==> config.mk <==
export PLATFORM = sky130hd
export DESIGN_NAME = bernstein_basis_eval_unit
export DESIGN_NICKNAME = d
export VERILOG_FILES = /design/src/hw/rtl/bbe_pkg.sv /design/src/hw/rtl/bbe_mul.sv /design/src/hw/rtl/bernstein_basis_eval_unit.sv
export SDC_FILE = /design/constraint.sdc
export NUM_CORES = 2
export LEC_CHECK = 0
export BUFFER_PORTS_ARGS = -buffer_cell sky130_fd_sc_hd__buf_2
export CAP_MARGIN = 20
export CORE_MARGIN = 2
export CORE_UTILIZATION = 57
export CTS_CLUSTER_DIAMETER = 60
export DETAILED_ROUTE_END_ITERATION = 8
export PLACE_DENSITY = 0.8
export SLEW_MARGIN = 15
export SYNTH_ARGS = -nofsm -noshare
export SYNTH_HDL_FRONTEND = slang
export SYNTH_SLANG_ARGS = --single-unit
==> constraint.sdc <==
create_clock -name clk -period 7.39 [get_ports clk]
set_input_delay 0.3695 -clock clk [delete_from_list [all_inputs] [get_ports clk]]
set_output_delay 0.3695 -clock clk [all_outputs]
set_load 0.005 [all_outputs]
==> src/hw/rtl/bbe_pkg.sv <==
`default_nettype none

package bbe_pkg;

  // number formats
  localparam int FRAC_BITS = 16;
  localparam int VAL_W = FRAC_BITS + 1;
  localparam int PROD_W = 2 * VAL_W;
  localparam int T_W = 18;
  localparam int DEG_W = 4;
  localparam int BIN_W = 13;
  localparam int HW_DEGREE_LIMIT = 15;
  localparam int TAB_N = HW_DEGREE_LIMIT + 1;

  localparam logic [VAL_W-1:0] ONE = {1'b1, {FRAC_BITS{1'b0}}};
  localparam logic [DEG_W-1:0] DEGREE_RESET = 4'd3;

  // register index, taken from the word address
  localparam logic REG_DEGREE = 1'b0;

  typedef enum logic [1:0] {
    RGN_LOW,
    RGN_MID,
    RGN_HIGH
  } region_t;

  // sequencer states
  typedef enum logic [3:0] {
    ST_IDLE,   // wait for a parameter item
    ST_PT,     // issue t power step
    ST_PU,     // issue (1-t) power step, store t power
    ST_PW,     // store (1-t) power
    ST_RD,     // read both powers for basis i
    ST_M1,     // multiply the two powers
    ST_M2,     // apply binomial factor
    ST_LD,     // saturate and load output register
    ST_OUT     // hold basis item until taken
  } state_t;

  typedef logic [TAB_N-1:0][TAB_N-1:0][BIN_W-1:0] binom_tab_t;

  // pascal triangle, built at elaboration
  function automatic binom_tab_t binom_table();
    binom_tab_t tab;
    tab = '0;
    for (int n = 0; n < TAB_N; n++) begin
      tab[n][0] = BIN_W'(1);
      for (int i = 1; i <= n; i++) begin
        if (i < n) begin
          tab[n][i] = tab[n-1][i-1] + tab[n-1][i];
        end else begin
          tab[n][i] = tab[n-1][i-1];
        end
      end
    end
    return tab;
  endfunction

  localparam binom_tab_t BINOM_TAB = binom_table();

endpackage

`default_nettype wire

==> src/hw/rtl/bbe_mul.sv <==
`default_nettype none

// shared unsigned multiplier with registered product
module bbe_mul (
  input  wire logic                        clk,
  input  wire logic [bbe_pkg::VAL_W-1:0]   a,
  input  wire logic [bbe_pkg::VAL_W-1:0]   b,
  output logic      [bbe_pkg::PROD_W-1:0]  p
);

  localparam int PW = bbe_pkg::PROD_W;

  always_ff @(posedge clk) begin
    p <= PW'(a) * PW'(b);
  end

endmodule

`default_nettype wire

==> src/hw/rtl/bernstein_basis_eval_unit.sv <==
// bernstein basis evaluator: one param_t item gives n+1 basis items, n = clamped degree
// inside (0, 1.0): power steps (ST_PT, ST_PU, ST_PW) build t^k and (1-t)^k for k = 1..n, then
//   each basis item passes ST_RD, ST_M1, ST_M2, ST_LD, ST_OUT; at or outside the ends only ST_RD, ST_OUT
// a new param_t item is taken only after the last basis item of the previous one is taken; the
//   single shared multiplier does 2 multiplies per power step and 2 multiplies per basis value
// reset: synchronous, active high; degree returns to 3, sequencer idles, no item pending
`default_nettype none

module bernstein_basis_eval_unit #(
  parameter int MAX_DEGREE = 15
) (
  input  wire logic                        clk,
  input  wire logic                        rst,
  // configuration port
  input  wire logic                        psel,
  input  wire logic                        penable,
  input  wire logic                        pwrite,
  input  wire logic [2:0]                  paddr,
  input  wire logic [31:0]                 pwdata,
  output logic      [31:0]                 prdata,
  output logic                             pready,
  // parameter channel
  input  wire logic                        param_valid,
  output logic                             param_stall,
  input  wire logic signed [bbe_pkg::T_W-1:0] param_t,
  // basis channel
  output logic                             basis_valid,
  input  wire logic                        basis_stall,
  output logic      [bbe_pkg::DEG_W-1:0]   basis_index,
  output logic      [bbe_pkg::VAL_W-1:0]   basis_value,
  output logic                             last_value
);

  // effective degree limit and power table depth
  localparam int NMAX = (MAX_DEGREE < bbe_pkg::HW_DEGREE_LIMIT) ?
                        MAX_DEGREE : bbe_pkg::HW_DEGREE_LIMIT;
  localparam int DEPTH = NMAX + 1;
  localparam int IDX_W = $clog2(DEPTH);
  localparam int VW = bbe_pkg::VAL_W;
  localparam int PW = bbe_pkg::PROD_W;
  localparam int DW = bbe_pkg::DEG_W;
  localparam int FB = bbe_pkg::FRAC_BITS;

  // sequencer
  bbe_pkg::state_t state, state_next;

  logic [DW-1:0]         degree;
  bbe_pkg::region_t      region, region_in;
  logic [VW-1:0]         tv, uv;
  logic [VW-1:0]         tacc, uacc;
  logic [IDX_W-1:0]      k, i;
  logic [IDX_W-1:0]      n;
  logic [DW-1:0]         n_clamp;
  logic [IDX_W-1:0]      up_addr;
  logic                  accept;
  logic                  cfg_write;

  // power tables: t^k and (1-t)^k, truncated after every multiply
  logic [VW-1:0]         tp_mem [DEPTH];
  logic [VW-1:0]         up_mem [DEPTH];
  logic [VW-1:0]         tp_rd, up_rd;
  logic                  tp_we, up_we;
  logic [IDX_W-1:0]      tp_wa, up_wa;
  logic [VW-1:0]         tp_wd, up_wd;

  // shared multiplier
  logic [VW-1:0]         mul_a, mul_b;
  logic [PW-1:0]         mul_p;
  logic [VW-1:0]         mul_frac;
  logic [VW-1:0]         sat_val;
  logic [VW-1:0]         edge_val;
  logic [bbe_pkg::BIN_W-1:0] binom;

  // config: one register, word index from paddr[2]
  assign cfg_write = psel && penable && pwrite && pready;
  assign pready = 1'b1;

  always_ff @(posedge clk) begin
    if (rst) begin
      degree <= bbe_pkg::DEGREE_RESET;
    end else if (cfg_write && (paddr[2] == bbe_pkg::REG_DEGREE)) begin
      degree <= pwdata[DW-1:0];
    end
  end

  always_comb begin
    prdata = '0;
    if (paddr[2] == bbe_pkg::REG_DEGREE) begin
      prdata = {{(32-DW){1'b0}}, degree};
    end
  end

  // clamp degree to what the tables hold
  assign n_clamp = (degree > DW'(NMAX)) ? DW'(NMAX) : degree;
  assign n = n_clamp[IDX_W-1:0];

  // input handshake: one item at a time, nothing taken during reset
  assign param_stall = rst || (state != bbe_pkg::ST_IDLE);
  assign accept = param_valid && !param_stall;

  // classify t: at or below zero, at or above 1.0, or inside
  always_comb begin
    if (param_t[bbe_pkg::T_W-1] || (param_t == '0)) begin
      region_in = bbe_pkg::RGN_LOW;
    end else if (param_t[FB]) begin
      region_in = bbe_pkg::RGN_HIGH;
    end else begin
      region_in = bbe_pkg::RGN_MID;
    end
  end

  // next state
  always_comb begin
    state_next = state;
    unique case (state)
      bbe_pkg::ST_IDLE: begin
        if (accept) begin
          if ((region_in == bbe_pkg::RGN_MID) && (n != '0)) begin
            state_next = bbe_pkg::ST_PT;
          end else begin
            state_next = bbe_pkg::ST_RD;
          end
        end
      end
      bbe_pkg::ST_PT: state_next = bbe_pkg::ST_PU;
      bbe_pkg::ST_PU: state_next = bbe_pkg::ST_PW;
      bbe_pkg::ST_PW: begin
        if (k == n) begin
          state_next = bbe_pkg::ST_RD;
        end else begin
          state_next = bbe_pkg::ST_PT;
        end
      end
      bbe_pkg::ST_RD: begin
        if (region == bbe_pkg::RGN_MID) begin
          state_next = bbe_pkg::ST_M1;
        end else begin
          state_next = bbe_pkg::ST_OUT;
        end
      end
      bbe_pkg::ST_M1: state_next = bbe_pkg::ST_M2;
      bbe_pkg::ST_M2: state_next = bbe_pkg::ST_LD;
      bbe_pkg::ST_LD: state_next = bbe_pkg::ST_OUT;
      bbe_pkg::ST_OUT: begin
        if (!basis_stall) begin
          if (i == n) begin
            state_next = bbe_pkg::ST_IDLE;
          end else begin
            state_next = bbe_pkg::ST_RD;
          end
        end
      end
      default: state_next = bbe_pkg::ST_IDLE;
    endcase
  end

  always_ff @(posedge clk) begin
    if (rst) begin
      state <= bbe_pkg::ST_IDLE;
      basis_valid <= 1'b0;
    end else begin
      state <= state_next;
      basis_valid <= (state_next == bbe_pkg::ST_OUT);
    end
  end

  // multiplier operand select
  assign mul_frac = mul_p[FB +: VW];
  assign binom = bbe_pkg::BINOM_TAB[4'(n)][4'(i)];

  always_comb begin
    mul_a = '0;
    mul_b = '0;
    case (state)
      bbe_pkg::ST_PT: begin
        mul_a = tacc;
        mul_b = tv;
      end
      bbe_pkg::ST_PU: begin
        mul_a = uacc;
        mul_b = uv;
      end
      bbe_pkg::ST_M1: begin
        mul_a = tp_rd;
        mul_b = up_rd;
      end
      bbe_pkg::ST_M2: begin
        mul_a = VW'(binom);
        mul_b = mul_frac;
      end
      default: begin
        mul_a = '0;
        mul_b = '0;
      end
    endcase
  end

  bbe_mul u_mul (
    .clk (clk),
    .a   (mul_a),
    .b   (mul_b),
    .p   (mul_p)
  );

  // power table writes: entry 0 is 1.0, entry k comes from the multiplier
  assign tp_we = accept || (state == bbe_pkg::ST_PU);
  assign tp_wa = (state == bbe_pkg::ST_IDLE) ? '0 : k;
  assign tp_wd = (state == bbe_pkg::ST_IDLE) ? bbe_pkg::ONE : mul_frac;
  assign up_we = accept || (state == bbe_pkg::ST_PW);
  assign up_wa = (state == bbe_pkg::ST_IDLE) ? '0 : k;
  assign up_wd = (state == bbe_pkg::ST_IDLE) ? bbe_pkg::ONE : mul_frac;

  assign up_addr = n - i;

  always_ff @(posedge clk) begin
    if (tp_we) begin
      tp_mem[tp_wa] <= tp_wd;
    end
    if (up_we) begin
      up_mem[up_wa] <= up_wd;
    end
    tp_rd <= tp_mem[i];
    up_rd <= up_mem[up_addr];
  end

  // datapath registers
  always_ff @(posedge clk) begin
    if (accept) begin
      region <= region_in;
      tv     <= {1'b0, param_t[FB-1:0]};
      uv     <= bbe_pkg::ONE - {1'b0, param_t[FB-1:0]};
      tacc   <= bbe_pkg::ONE;
      uacc   <= bbe_pkg::ONE;
      k      <= IDX_W'(1);
      i      <= '0;
    end else begin
      case (state)
        bbe_pkg::ST_PU: tacc <= mul_frac;
        bbe_pkg::ST_PW: begin
          uacc <= mul_frac;
          if (k != n) begin
            k <= k + IDX_W'(1);
          end
        end
        bbe_pkg::ST_OUT: begin
          if (!basis_stall && (i != n)) begin
            i <= i + IDX_W'(1);
          end
        end
        default: begin
        end
      endcase
    end
  end

  // binomial product saturates at 1.0
  assign sat_val = (mul_p > PW'(bbe_pkg::ONE)) ? bbe_pkg::ONE : mul_p[VW-1:0];

  // ends of the interval: a single 1.0 at the first or the last index
  always_comb begin
    edge_val = '0;
    if ((region == bbe_pkg::RGN_LOW) && (i == '0)) begin
      edge_val = bbe_pkg::ONE;
    end else if ((region == bbe_pkg::RGN_HIGH) && (i == n)) begin
      edge_val = bbe_pkg::ONE;
    end
  end

  // output register
  always_ff @(posedge clk) begin
    if (((state == bbe_pkg::ST_RD) && (region != bbe_pkg::RGN_MID)) ||
        (state == bbe_pkg::ST_LD)) begin
      basis_index <= DW'(i);
      last_value  <= (i == n);
      basis_value <= (state == bbe_pkg::ST_LD) ? sat_val : edge_val;
    end
  end

endmodule

`default_nettype wire

==> impl_metrics.ini <==
[status]
status = finished with violations
failed_checks = setup timing

[power_and_ir_drop]
p_total_mw = 9.29
leakagePower_nw = 17.1
ir_drop_mv = 0.212
power_density_nw_per_um2 = 202

[place]
post-place-ws_ns = -0.709
hpwlAfterDp_um = 74900
port_buffers = 57
place_congestion = 1.01
dpl-instance-area_sq_um = 42300
place_inst = 4066

[route]
wl_um = 112000
detail-route-antenna-nets = 0
dr_total_vias = 26427
drc = 0
dr.pass1.iters = 7
dr.first_iter.drc_count = 2922
wl_per_cell_um = 26.4
avgViaCountPerCell = 6.23

[synth]
yosys_warnings = 0
synthDistinctLibCells = 88
yosys-top-cells-area = edfxtp_1 (46%), fa_1 (12%), mux4_2 (8.9%)
synthArstFlopShare_pct = 0
synth-main-ff-cell = edfxtp_1
syn_avg_cell_area_sq_um = 13.2
synth-seq-area-share_pct = 52.6
synth_edf_count = 600
ys_ff_latch = 719
synth_area_leader_cell = edfxtp_1
syn_inst = 2941
synth_top_area_share_pct = 46.5
synth_area_sq_um = 38800

[sta]
final-max-slew-violation-count = 0
setup_tns_ns = -0.244
hold_slack_ns = 0.0121
tightest_slew_ns = 1.12
fin_crit_ns = 7.50
fin_skew_ns = 0.0605
rsz0062_at_grt = yes
fmaxAchievable_mhz = 133
worst_slack_ns = -0.106
fin_crit_sh_pct = 101
slew_headroom_pct = 24.8
hold_violations = 0
setup_violations = 3

[job]
maxCapViolCount = 0

[setup_path]
cpMaxStageDelayCell = fa_1
arrival_ns = 7.95
crit_top_cell = fa_1
critPathMaxFanout = 12
end_kind = flop
critical_path_class = flop to flop
path_buf_inv = 8
cpPeakStageDelay_ns = 0.57
critPathRequiredTime_ns = 7.85
cpLargestDelayFamily = adder cells
critPathLaunchType = flop

[grt]
grt_pass1_vias = 27344
gr-total-overflow = 0
grtUsageTotal_pct = 32.3
grt_antenna_before_repair = 1
grt_max_degree = 72
grt_pass1_wl_um = 168000

[cells_and_area]
instances_no_fill = 4245
final_nets = 3718
num-fill-cells = 4463
drive_gt1_share_pct = 26.3
final_util_pct = 68.4
syn_to_final_growth_pct = 18.7
final_cell_mix = edfxtp_1 (600), nand2_1 (362), buf_4 (339)
fin_area_sq_um = 46000
layout.cells.most_common = edfxtp_1

[clocking]
root_buffer = clkbuf_16
cts_tree = done
ctsHtreeMaxLevel = 3
clock_path_buffers = 3
clk_pin_slew_worst_paths_ns = 0.06
clock_sinks = 719
clk_latency_ns = 0.65
cts_made_buffers = 75

[floorplan]
std_cell_rows = 95
start_util_pct = 57.6
core_sq_um = 67300
die_width_um = 265
boundaryPins = 117
fp.dieH_um = 265
die_area_sq_um = 70100

[worst_hold_path]
hold_class = input pin to flop
[path summary, 6_finish.rpt]
kind	to	start	slack [ns]	cells after the start
max	u_mul.p[31]	i[1]	-0.11	28
min	degree[2]	pwdata[2]	0.01	3
max reg2reg	u_mul.p[31]	i[1]	-0.11	28
min reg2reg	tacc[3]	tacc[3]	0.46	2
[kinds of logic (layout without fill, tap and decap cells)]
family | after synthesis | after routing | synth area share (%)
other cells | 2 | 33 | 0.0194
fa+ha+maj | 351 | 351 | 15.7
buf+inv | 497 | 897 | 5.38
flops | 719 | 719 | 52.6
simple gates | 737 | 737 | 8.67
xor+xnor | 47 | 47 | 1.06
compound gates | 396 | 396 | 6.60
mux | 192 | 192 | 9.94
[synth_stat cells (9+ instances only)]
| cell type | n |
|---|---|
| buf_4 | 34 |
| buf_2 | 63 |
| ha_1 | 126 |
| and2_1 | 54 |
| nand3_1 | 28 |
| xor2_1 | 17 |
| nor2_1 | 128 |
| nor3_1 | 22 |
| nand2_1 | 372 |
| xnor2_1 | 30 |
| clkbuf_1 | 73 |
| o21ai_1 | 13 |
| nor2b_1 | 52 |
| o21ai_0 | 48 |
| mux2i_1 | 36 |
| edfxtp_1 | 600 |
| fa_1 | 225 |
| a211oi_1 | 24 |
| a21o_1 | 10 |
| inv_1 | 309 |
| nand2b_1 | 12 |
| a21oi_1 | 155 |
| and3_1 | 10 |
| a222oi_1 | 12 |
| buf_1 | 12 |
| mux4_2 | 154 |
| nor4_1 | 9 |
| nand4_1 | 10 |
| a31oi_1 | 12 |
| dfxtp_1 | 119 |
| a22oi_1 | 36 |
[cell type report]
type | count | area, sq um | area share [%]
clock buffer | 94 | 2030 | 4.41
antenna | 4 | 10.0 | 0.0218
timing repair buffer | 446 | 3570 | 7.76
inverter | 313 | 1180 | 2.57
clock inverter | 44 | 447 | 0.971
tap | 873 | 1090 | 2.37
multi-input combinational | 1752 | 17300 | 37.5
sequential | 719 | 20400 | 44.4
[layer usage]
layer  global-route usage [%]  part of all wire [%]  vias up
met2                     53.6                    49     1603
li1                         -                     -    11130
met3                     5.47                   8.8      360
met1                     41.8                    37    13334
met4                     15.4                   5.2        0
met5                        0                     0        -
[state kept, by name (all words and copies together) (netlist names)]
signal and flops:
basis_index 4, basis_valid 1, basis_value 17, degree 4, i 4, k 4
last_value 1, region 2, state 4, tacc 17, tp_mem 272, tp_rd 17
tv 15, u_mul.p 34, uacc 17, up_mem 272, up_rd 17, uv 17
[power by group]
part           internal (mW)  leakage (nW)  switching (mW)  total (mW)
Combinational          0.427          9.74           0.556       0.983
Clock                   2.16          1.21            1.63        3.78
Sequential              4.45          6.13          0.0721        4.53
[worst register-to-register path, delay by kind of cell (launching register included)]
family | cells | cell delay (ns)
fa+ha+maj | 7 | 3.33
compound gates | 8 | 1.99
buf+inv | 8 | 0.88
flops | 1 | 0.46
simple gates | 4 | 0.42
mux | 1 | 0.24
[what timing repair did]
item,4_1_cts,5_1_grt
setup endpoints to repair,14,14
hold buffers,7,0
gates resized for setup,72,108
pin swaps,30,60
hold endpoints to repair,7,0
buffers inserted,7,23
No activity file was read; power rests on OpenSTA's default activity.
